===== src/design/swfe_pkg.sv =====
// Shared types and constants for the sync word frame extractor.
`default_nettype none

package swfe_pkg;

    typedef logic [1:0] kind_t;

    localparam kind_t KIND_PAYLOAD = 2'd0;
    localparam kind_t KIND_ACCEPT  = 2'd1;
    localparam kind_t KIND_REJECT  = 2'd2;

    // Register map, one 32-bit register every four bytes.
    localparam int          ADDR_W    = 3;
    localparam logic        REG_FRAME_LEN = 1'b0;
    localparam logic        REG_SYNC      = 1'b1;

    localparam logic [31:0] FRAME_LEN_RESET = 32'd4147200;
    localparam logic [31:0] SYNC_RESET      = 32'h12345678;

endpackage

`default_nettype wire


===== src/design/swfe_core.sv =====
// Framing state machine: sync hunt, payload streaming and next-header check.
`default_nettype none

module swfe_core #(
    parameter int LEN_BITS = 23
) (
    input  wire logic                  clk,
    input  wire logic                  rst_n,
    input  wire logic                  accept,
    input  wire logic [7:0]            rx_byte,
    input  wire logic [LEN_BITS-1:0]   frame_len,
    input  wire logic [31:0]           sync_pattern,
    output logic                       res_valid,
    output swfe_pkg::kind_t            res_kind,
    output logic [7:0]                 res_data,
    output logic [LEN_BITS-1:0]        res_index,
    output logic [31:0]                res_ok,
    output logic [31:0]                res_bad
);
    import swfe_pkg::*;

    localparam logic [1:0] PH_HUNT    = 2'd0;
    localparam logic [1:0] PH_PAYLOAD = 2'd1;
    localparam logic [1:0] PH_CHECK   = 2'd2;

    logic [1:0]          phase_reg,  phase_next;
    logic [31:0]         window_reg, window_next;
    logic [LEN_BITS-1:0] count_reg,  count_next;
    logic [1:0]          check_reg,  check_next;
    logic [31:0]         ok_reg,     ok_next;
    logic [31:0]         bad_reg,    bad_next;

    logic [LEN_BITS-1:0] count_inc;
    logic [31:0]         shifted;
    logic [1:0]          start_phase;

    assign count_inc   = count_reg + 1'b1;
    assign shifted     = {window_reg[23:0], rx_byte};
    assign start_phase = (frame_len == '0) ? PH_CHECK : PH_PAYLOAD;

    always_comb
    begin
        phase_next  = phase_reg;
        window_next = window_reg;
        count_next  = count_reg;
        check_next  = check_reg;
        ok_next     = ok_reg;
        bad_next    = bad_reg;
        res_valid   = 1'b0;
        res_kind    = KIND_PAYLOAD;
        res_data    = 8'd0;
        res_index   = '0;

        case (phase_reg)
            PH_PAYLOAD:
            begin
                res_valid  = 1'b1;
                res_data   = rx_byte;
                res_index  = count_reg;
                count_next = count_inc;
                if (count_inc >= frame_len)
                begin
                    phase_next = PH_CHECK;
                    check_next = 2'd0;
                end
            end
            PH_CHECK:
            begin
                window_next = shifted;
                if (check_reg != 2'd3)
                begin
                    check_next = check_reg + 2'd1;
                end
                else if (shifted == sync_pattern)
                begin
                    res_valid  = 1'b1;
                    res_kind   = KIND_ACCEPT;
                    ok_next    = ok_reg + 32'd1;
                    count_next = '0;
                    check_next = 2'd0;
                    phase_next = start_phase;
                end
                else
                begin
                    // The checked bytes stay in the window, so hunting resumes on them.
                    res_valid  = 1'b1;
                    res_kind   = KIND_REJECT;
                    bad_next   = bad_reg + 32'd1;
                    check_next = 2'd3;
                    phase_next = PH_HUNT;
                end
            end
            default:
            begin
                window_next = shifted;
                phase_next  = PH_HUNT;
                if (check_reg != 2'd3)
                begin
                    check_next = check_reg + 2'd1;
                end
                else if (shifted == sync_pattern)
                begin
                    count_next = '0;
                    check_next = 2'd0;
                    phase_next = start_phase;
                end
            end
        endcase

        res_valid = res_valid & accept;
        res_ok    = ok_next;
        res_bad   = bad_next;
    end

    always_ff @(posedge clk or negedge rst_n)
    begin
        if (!rst_n)
        begin
            phase_reg  <= PH_HUNT;
            window_reg <= '0;
            count_reg  <= '0;
            check_reg  <= 2'd0;
            ok_reg     <= '0;
            bad_reg    <= '0;
        end
        else if (accept)
        begin
            phase_reg  <= phase_next;
            window_reg <= window_next;
            count_reg  <= count_next;
            check_reg  <= check_next;
            ok_reg     <= ok_next;
            bad_reg    <= bad_next;
        end
    end

endmodule

`default_nettype wire


===== src/design/swfe_skid.sv =====
// Output register with a skid stage so the input side keeps flowing under stall.
`default_nettype none

module swfe_skid #(
    parameter int DATA_W = 8
) (
    input  wire logic              clk,
    input  wire logic              rst_n,
    input  wire logic              push,
    input  wire logic [DATA_W-1:0] push_data,
    output logic                   full,
    output logic                   out_valid,
    input  wire logic              out_stall,
    output logic [DATA_W-1:0]      out_data
);
    logic              main_valid_reg;
    logic              skid_valid_reg;
    logic [DATA_W-1:0] main_data_reg;
    logic [DATA_W-1:0] skid_data_reg;
    logic              main_free;

    // The main register can load when it is empty or its word leaves this cycle.
    assign main_free = !main_valid_reg || !out_stall;

    always_ff @(posedge clk or negedge rst_n)
    begin
        if (!rst_n)
        begin
            main_valid_reg <= 1'b0;
            skid_valid_reg <= 1'b0;
        end
        else if (main_free)
        begin
            main_valid_reg <= skid_valid_reg || push;
            skid_valid_reg <= 1'b0;
        end
        else if (push)
        begin
            skid_valid_reg <= 1'b1;
        end
    end

    always_ff @(posedge clk)
    begin
        if (main_free)
        begin
            main_data_reg <= skid_valid_reg ? skid_data_reg : push_data;
        end
        else if (push)
        begin
            skid_data_reg <= push_data;
        end
    end

    assign full      = skid_valid_reg;
    assign out_valid = main_valid_reg;
    assign out_data  = main_data_reg;

endmodule

`default_nettype wire


===== src/design/sync_word_frame_extractor_core.sv =====
// Top level of the sync word frame extractor: config registers, framer and output stage.
//
//  Channel   Direction  Handshake            Word
//  input     in         in_valid/in_stall    rx_byte
//  output    out        out_valid/out_stall  kind, payload_byte, byte_index,
//                                            frames_ok, frames_bad
//  config    in         APB psel/penable     frame_len at 0x0, sync_pattern at 0x4
//
// One received byte is taken every cycle while in_valid is high and in_stall is low.
// Framing state updates on the accepting edge; each result goes to an output register.
// A two-deep output stage holds results under stall; in_stall rises only once both are full.
// Reset clears all framing state and counters and loads the register reset values.
`default_nettype none

module sync_word_frame_extractor_core #(
    parameter int LEN_BITS = 23
) (
    input  wire logic                        clk,
    input  wire logic                        rst_n,
    input  wire logic                        psel,
    input  wire logic                        penable,
    input  wire logic                        pwrite,
    input  wire logic [swfe_pkg::ADDR_W-1:0] paddr,
    input  wire logic [31:0]                 pwdata,
    output logic [31:0]                      prdata,
    output logic                             pready,
    input  wire logic                        in_valid,
    output logic                             in_stall,
    input  wire logic [7:0]                  rx_byte,
    output logic                             out_valid,
    input  wire logic                        out_stall,
    output swfe_pkg::kind_t                  kind,
    output logic [7:0]                       payload_byte,
    output logic [LEN_BITS-1:0]              byte_index,
    output logic [31:0]                      frames_ok,
    output logic [31:0]                      frames_bad
);
    import swfe_pkg::*;

    localparam int DATA_W = 2 + 8 + LEN_BITS + 64;

    logic [LEN_BITS-1:0] frame_len_reg;
    logic [31:0]         sync_reg;
    logic                reg_sel;
    logic                wr_en;
    logic                accept;

    logic                res_valid;
    kind_t               res_kind;
    logic [7:0]          res_data;
    logic [LEN_BITS-1:0] res_index;
    logic [31:0]         res_ok;
    logic [31:0]         res_bad;
    logic [DATA_W-1:0]   out_data;

    assign pready  = 1'b1;
    assign reg_sel = paddr[2];
    assign wr_en   = psel && penable && pwrite && pready;

    always_ff @(posedge clk or negedge rst_n)
    begin
        if (!rst_n)
        begin
            frame_len_reg <= FRAME_LEN_RESET[LEN_BITS-1:0];
            sync_reg      <= SYNC_RESET;
        end
        else if (wr_en)
        begin
            if (reg_sel == REG_FRAME_LEN)
            begin
                frame_len_reg <= pwdata[LEN_BITS-1:0];
            end
            else
            begin
                sync_reg <= pwdata;
            end
        end
    end

    always_comb
    begin
        prdata = '0;
        if (reg_sel == REG_SYNC)
        begin
            prdata = sync_reg;
        end
        else
        begin
            prdata[LEN_BITS-1:0] = frame_len_reg;
        end
    end

    assign accept = in_valid && !in_stall;

    swfe_core #(
        .LEN_BITS (LEN_BITS)
    ) u_core (
        .clk          (clk),
        .rst_n        (rst_n),
        .accept       (accept),
        .rx_byte      (rx_byte),
        .frame_len    (frame_len_reg),
        .sync_pattern (sync_reg),
        .res_valid    (res_valid),
        .res_kind     (res_kind),
        .res_data     (res_data),
        .res_index    (res_index),
        .res_ok       (res_ok),
        .res_bad      (res_bad)
    );

    swfe_skid #(
        .DATA_W (DATA_W)
    ) u_skid (
        .clk       (clk),
        .rst_n     (rst_n),
        .push      (res_valid),
        .push_data ({res_kind, res_data, res_index, res_ok, res_bad}),
        .full      (in_stall),
        .out_valid (out_valid),
        .out_stall (out_stall),
        .out_data  (out_data)
    );

    assign {kind, payload_byte, byte_index, frames_ok, frames_bad} = out_data;

endmodule

`default_nettype wire

===== config.mk =====
export PLATFORM = sky130hd
export DESIGN_NAME = sync_word_frame_extractor_core
export DESIGN_NICKNAME = d
export VERILOG_FILES = /design/src/design/swfe_pkg.sv /design/src/design/swfe_core.sv /design/src/design/swfe_skid.sv /design/src/design/sync_word_frame_extractor_core.sv
export SDC_FILE = /design/constraint.sdc
export NUM_CORES = 1
export LEC_CHECK = 0
export BUFFER_PORTS_ARGS = -buffer_cell sky130_fd_sc_hd__buf_2
export CAP_MARGIN = 20
export CORE_ASPECT_RATIO = 1.4
export CORE_MARGIN = 1
export CORE_UTILIZATION = 40
export CTS_CLUSTER_DIAMETER = 120
export DETAILED_ROUTE_END_ITERATION = 7
export GPL_TIMING_DRIVEN = 0
export MAX_ROUTING_LAYER = met4
export SLEW_MARGIN = 10
export SYNTH_ARGS = -nofsm -noshare
export SYNTH_HDL_FRONTEND = slang
export SYNTH_HIERARCHICAL = 1
export SYNTH_SLANG_ARGS = --single-unit

===== constraint.sdc =====
create_clock -name clk -period 6.8 [get_ports clk]
set_input_delay 1.36 -clock clk [delete_from_list [all_inputs] [get_ports clk]]
set_output_delay 1.36 -clock clk [all_outputs]
set_load 0.005 [all_outputs]

* Word level (Yosys, flattened, before mapping)
Cells that the tools add are included.
** Storage, ports and cells
- Bits in latches :: 0
- Input port bits :: 50
- Memories kept :: 0
- ROM bits :: 0
- Bits in writable memories :: 0
- Register bits :: 366
- Output and inout port bits :: 132
- Word-level logic and storage cells :: 80
** Cells by class
- Muxes and demuxes :: 33
- Bitwise logic cells :: 4
- $add $sub $neg :: 4
- Equal/unequal tests :: 7
- $lt $le $gt $ge :: 1
- Div/mod/pow operators :: 0
- $mul :: 0
- Shift-type cells :: 0
- Reduce and logical (&&, ||, !) cells :: 19
** Operator list (count)
- 32-bit two-way mux :: 6
- 23-bit two-way mux :: 5
- 97-bit two-way mux :: 1
- 32-bit by 1-bit adder with 32-bit output, second input constant :: 2
- 32-bit == test :: 1
- 2-bit two-way mux :: 13
- 23-bit by 1-bit adder with 23-bit output, second input constant :: 1
- 23-bit greater-or-equal comparator :: 1
- 23-bit logical NOT :: 1
- 9-bit two-way mux :: 1
- 3-bit AND reduction :: 3
- 8-bit two-way mux :: 1
- 2-bit case mux with 2 select lines :: 2
- 2-bit AND reduction :: 4
- 2-bit inequality test, second input constant :: 3
- 2-bit nonzero test :: 2
- 4-bit nonzero test :: 1
- 1-bit logical AND :: 3
- 1-bit logical NOT :: 3
- 1-bit two-way mux :: 3
- 1-bit NOT :: 3
- 2-bit by 1-bit adder with 2-bit output, second input constant :: 1
- 2-bit by 1-bit == test with 1-bit output, second input constant :: 1
- 2-bit == test, second input constant :: 1
- other kinds (4) :: 5

* Longest topological paths before layout
- Word-level depth :: 6
- Depth in mapped cells :: 13
- Gate-level depth less buffers :: 13

* By module
The synthesis kept the hierarchy.
** Modules (own cells, without submodules)
- swfe_core :: area an instance 7721.2 um2, cells each 863, sequential area each 2877.8 um2, instances 1
- swfe_skid :: area an instance 7100.6 um2, cells each 308, sequential area each 5875.6 um2, instances 1
- sync_word_frame_extractor_core :: area an instance 2556.2 um2, cells each 156, sequential area each 1402.6 um2, instances 1

* Least setup slack after synthesis
OpenSTA, ideal clock, no wires.
- Path kind :: input to register
- Start :: in in_valid
- End :: reg u_skid.skid_data_reg[0] (enable)
- Data required time :: 6.332 ns
- Arrival time :: 4.425 ns
- Slack :: 1.907 ns
- Buffers on the path :: 1
- Setup time :: 0.468 ns
- Stages on the path :: 5
- Cells stage by stage :: nor2b_1 > clkbuf_1 > inv_1 > nor3_1 > and3_1
** On the way
- Cells in the longest elaborated chain, start to end :: 3
** Ends and longest elaborated chain
- from (decl) :: line sync_word_frame_extractor_core.sv:27 : input wire logic in_valid,
- 1-bit logical AND :: line sync_word_frame_extractor_core.sv:93 : assign accept = in_valid && !in_stall;
- 1-bit AND :: line swfe_core.sv:110 : res_valid = res_valid & accept;
- via res_valid :: line sync_word_frame_extractor_core.sv:48 : logic res_valid;
- 2-bit AND reduction (no line)
- to (signal assigned) :: line swfe_skid.sv:51 : skid_data_reg <= push_data;
- to (decl) :: line swfe_skid.sv:19 : logic [DATA_W-1:0] skid_data_reg;
The timed path passes the listed nets, and every way through them passes these cells.
A chain may end at the register's enable or synchronous reset.

* Final worst setup path
- Start :: reg u_core.count_reg[5]
- End :: reg u_core.phase_reg[0]
** On the way
- Cells in the longest elaborated chain, start to end :: 4
** Ends and longest elaborated chain
- from (decl) :: line swfe_core.sv:28 : logic [LEN_BITS-1:0] count_reg, count_next;
- from (signal assigned) :: line swfe_core.sv:130 : count_reg <= count_next;
- 23-bit by 1-bit adder with 23-bit output :: line swfe_core.sv:37 : assign count_inc = count_reg + 1'b1;
- 23-bit greater-or-equal comparator :: line swfe_core.sv:61 : if (count_inc >= frame_len)
- 2-bit by 1-bit inequality test with 1-bit output (no line)
- 3-bit AND reduction (no line)
- to (signal assigned) :: line swfe_core.sv:128 : phase_reg <= phase_next;
- to (decl) :: line swfe_core.sv:26 : logic [1:0] phase_reg, phase_next;
Every way passes these cells.

==> summary.md <==
| Metric | Value |
|---|---|
| Run status | complete, no violations |
| Wire per inst | 18.2 um |
| Clk_skew | 0.0237 ns |
| EDFF count, synth | 194 |
| Worst path slowest cell | nor3_1 |
| Worst skew pair latency | ~0.54 ns |
| Period utilisation layout | between 60% and 70% |
| Area after DPL | approximately 19000 sq um |
| Critical path arrival | 4.65 ns |
| MaxCap Viol Count | 0 |
| Hold Buf Count CTS | 0 |
| Critical Path RT | ~7 ns |
| # nets final | between 1500 and 2000 |
| Most common cell in the netlist | edfxtp_1 |
| Height of the die | 249 um |
| Relative max-transition margin | between 40% and 50% |
| Unrepaired setup endpoints after global routing | no |
| Most common cell on crit path | nand4_1 |
| Pwr Density | approximately 260 nW/um^2 |
| Die X | around 180 um |
| Final wirelength | around 39 mm |
| Mapped Avg Cell Area | between 10 and 15 sq um |
| Period minus WS final | about 4.2 ns |
| PostCTS Resize Cnt | 0 |
| Worst vdd ir | a little under 0.3 mV |
| Initial antenna violation count | 2 |
| Io pins | around 180 |
| Vias per std cell | approximately 5 |
| Yosys top cell by area | edfxtp_1 |
| Pre-antenna DRT Iters | 6 |
| Final Cell Area | 20400 sq um |
| Post-synth top cells | 194 x edfxtp_1, 171 x mux2_2, 151 x dfrtp_1 |
| FF+latch count, synth | around 370 |
| Synth Instances | 1327 |
| Crit-path max cell delay | 0.61 ns |
| Net Switching | 0.00122 W |
| Final setup TNS | 0 ns |
| Clock power share | around 43% |
| Crit path max fanout | 7 |
| Combinational Power Share | about 8.5% |
| LEAKAGE | 8.88 nW |
| First-pass GRT wire length | 61.6 mm |
| Grt ovf | 0 |
| Synthesized Nets | ~1400 |
| Bufs and invs on worst path | 1 |
| Cell-internal power | 0.00408 W |
| Synth top area cells | edfxtp_1 34%, dfrtp_1 22%, mux2_2 11%, xor2_1 5.4%, xnor2_1 3.5% |
| CTS Sinks | around 370 |
| Critical Path, Cell by Cell | nand4_1 > nor3_1 > and2_1 > clkbuf_1 > nand3_1 > xnor2_1 > ha_1 > nand4_1 > nor4_1 > a2111oi_2 > a221oi_1 > mux2_2 |
| CTS tree | built |
| Sequential area share after synthesis | 58.4% |
| Placed insts | about 2000 |
| Synth unique cells | 57 |
| Worst-path clk slew | approximately 0.070 ns |
| Final worst setup slack | around 2.6 ns |
| Hpwl dp | roughly 28 mm |
| Final cell count without fillers | 2132 |
| Final Slew Violations | 0 |
| PortBufs | 177 |
| Initial drt markers | roughly 530 |
| Top cell family by delay on the critical path | simple AND/OR/NAND/NOR gates |
| HP Class | flop to flop |
| Row count | 90 |
| Root buf cell | clkbuf_16 |
| Worst Max-Slew Pin Slew | approximately 0.84 ns |
| Num CTS Buffers | 38 |
| Die area | around 44000 sq um |
| Starting density of the core | around two fifths |
| Htree depth | 2 |
| Post-CTS setup buffer count | 0 |
| Worst slack, placed | between 2 and 2.5 ns |
| Fmax | ~0.24 GHz |
| Area share of the largest cell type after synthesis | 33.5% |
| Via count | about 11000 |
| Final hold viol count | 0 |
| Synth Flop Type | edfxtp_1 |
| # setup viols final | 0 |
| Flop pwr share | between 40 and 50% |
| Vias in the first global route | approximately 11000 |
| Sw frac | 22.9% |
| Share of cells above drive strength 1 | roughly a third |
| Synth-to-Final Area Change | 17.6% |
| Critical path endpoint category | flop |
| Antenna viol nets, final | 0 |
| Fraction of registers with async set/reset | between 40 and 50% |
| Core Footprint | about 43000 sq um |
| DRC | 0 |
| CP startpoint kind | flop |
| Total Power | approximately 0.0053 W |
| Max Buffers Root-to-Sink | 3 |
| Netlist Area Pre-Place | 17400 sq um |
| Largest net degree at the start of global routing | between 80 and 90 |
| GRT Total Usage | about 18% |
| Setup CP Type | flop to flop |
| Yosys warning count | 6 |
| GP Congestion | 0.831 |
-- layout by cell type, fill, tap and decap left out, types with 14 or more instances in the layout --
cell and n:
buf_2 197, edfxtp_1 194, mux2_2 171, dfrtp_1 151, xor2_1 108, nand2_1 93
nor2_1 70, xnor2_1 69, inv_1 45, and2_1 44, clkbuf_16 41, nand3_1 34
nand4_1 32, nor3_1 32, clkbuf_1 30, ha_1 29, mux2_4 28, a21oi_1 25
dfstp_2 21, nor4_1 19, and3_1 14, o21ai_0 14
-- power groups by stage --
stage / Combinational, W / Clock [W] / Sequential (W)
floorplan: 0.000309 / 0 / 0.00257
global placement: 0.000434 / 0 / 0.00263
detailed placement: 0.000453 / 0 / 0.00264
CTS: 0.000456 / 0.00232 / 0.00259
global route: 0.000504 / 0.00241 / 0.00260
finish: 0.000451 / 0.00226 / 0.00259
-- worst register-to-register path, cell delays in order (launching register included) --
cell and delay, ns:
dfrtp_1 0.51, nand4_1 0.24, nor3_1 0.61, and2_1 0.22
clkbuf_1 0.27, nand3_1 0.16, xnor2_1 0.17, ha_1 0.32
nand4_1 0.16, nor4_1 0.41, a2111oi_2 0.20, a221oi_1 0.45
mux2_2 0.39
-- final cells by class --
type	count	area (sq um)
tap	552	691
clock buffer	47	1060
timing repair buffer	181	998
multi-input combinational	855	6710
fill	3878	22600
buffer	61	353
antenna	2	5.00
inverter	45	169
sequential	366	10200
clock inverter	23	297
-- kinds of logic (layout without fill, tap and decap cells) --
family,after synthesis,in the layout,synth area share (%)
simple gates,368,368,11.0
fa+ha+maj,29,29,2.09
other cells,1,3,0.0216
buf+inv,106,357,3.00
compound gates,78,78,2.87
flops,366,366,58.4
xor+xnor,177,177,8.92
mux,202,202,13.7
-- through the flow --
stage          utilization, %  hold WS, ns
5_1_grt                  47.5        0.510
3_5_place_dp             44.4        0.483
6_report                 47.5        0.488
2_1_floorplan               -        0.461
4_1_cts                  47.5        0.496
3_3_place_gp             44.1        0.476
-- per-layer routing --
metal	up-vias	track usage, %	routed length [um]
met3	61	2.86	1480
met1	5306	21.3	15800
met5	-	-	0
li1	5168	-	-
met2	243	32.3	20600
met4	0	6.08	1040
-- worst paths after layout --
kind / startpoint / to / slack [ns] / depth (start not counted)
max in group asynchronous: rst_n / u_skid/full / 5.05 / 2
hold reg to reg: u_core/bad_reg[31] / u_core/bad_reg[31] / 0.49 / 1
min in group asynchronous: rst_n / u_core/count_reg[20] / 0.80 / 1
hold / removal: u_core/bad_reg[31] / u_core/bad_reg[31] / 0.49 / 1
setup / recovery: u_core/count_reg[5] / u_core/phase_reg[0] / 2.56 / 12
setup reg to reg: u_core/count_reg[5] / u_core/phase_reg[0] / 2.56 / 12
(Power assumes the default switching activity.)
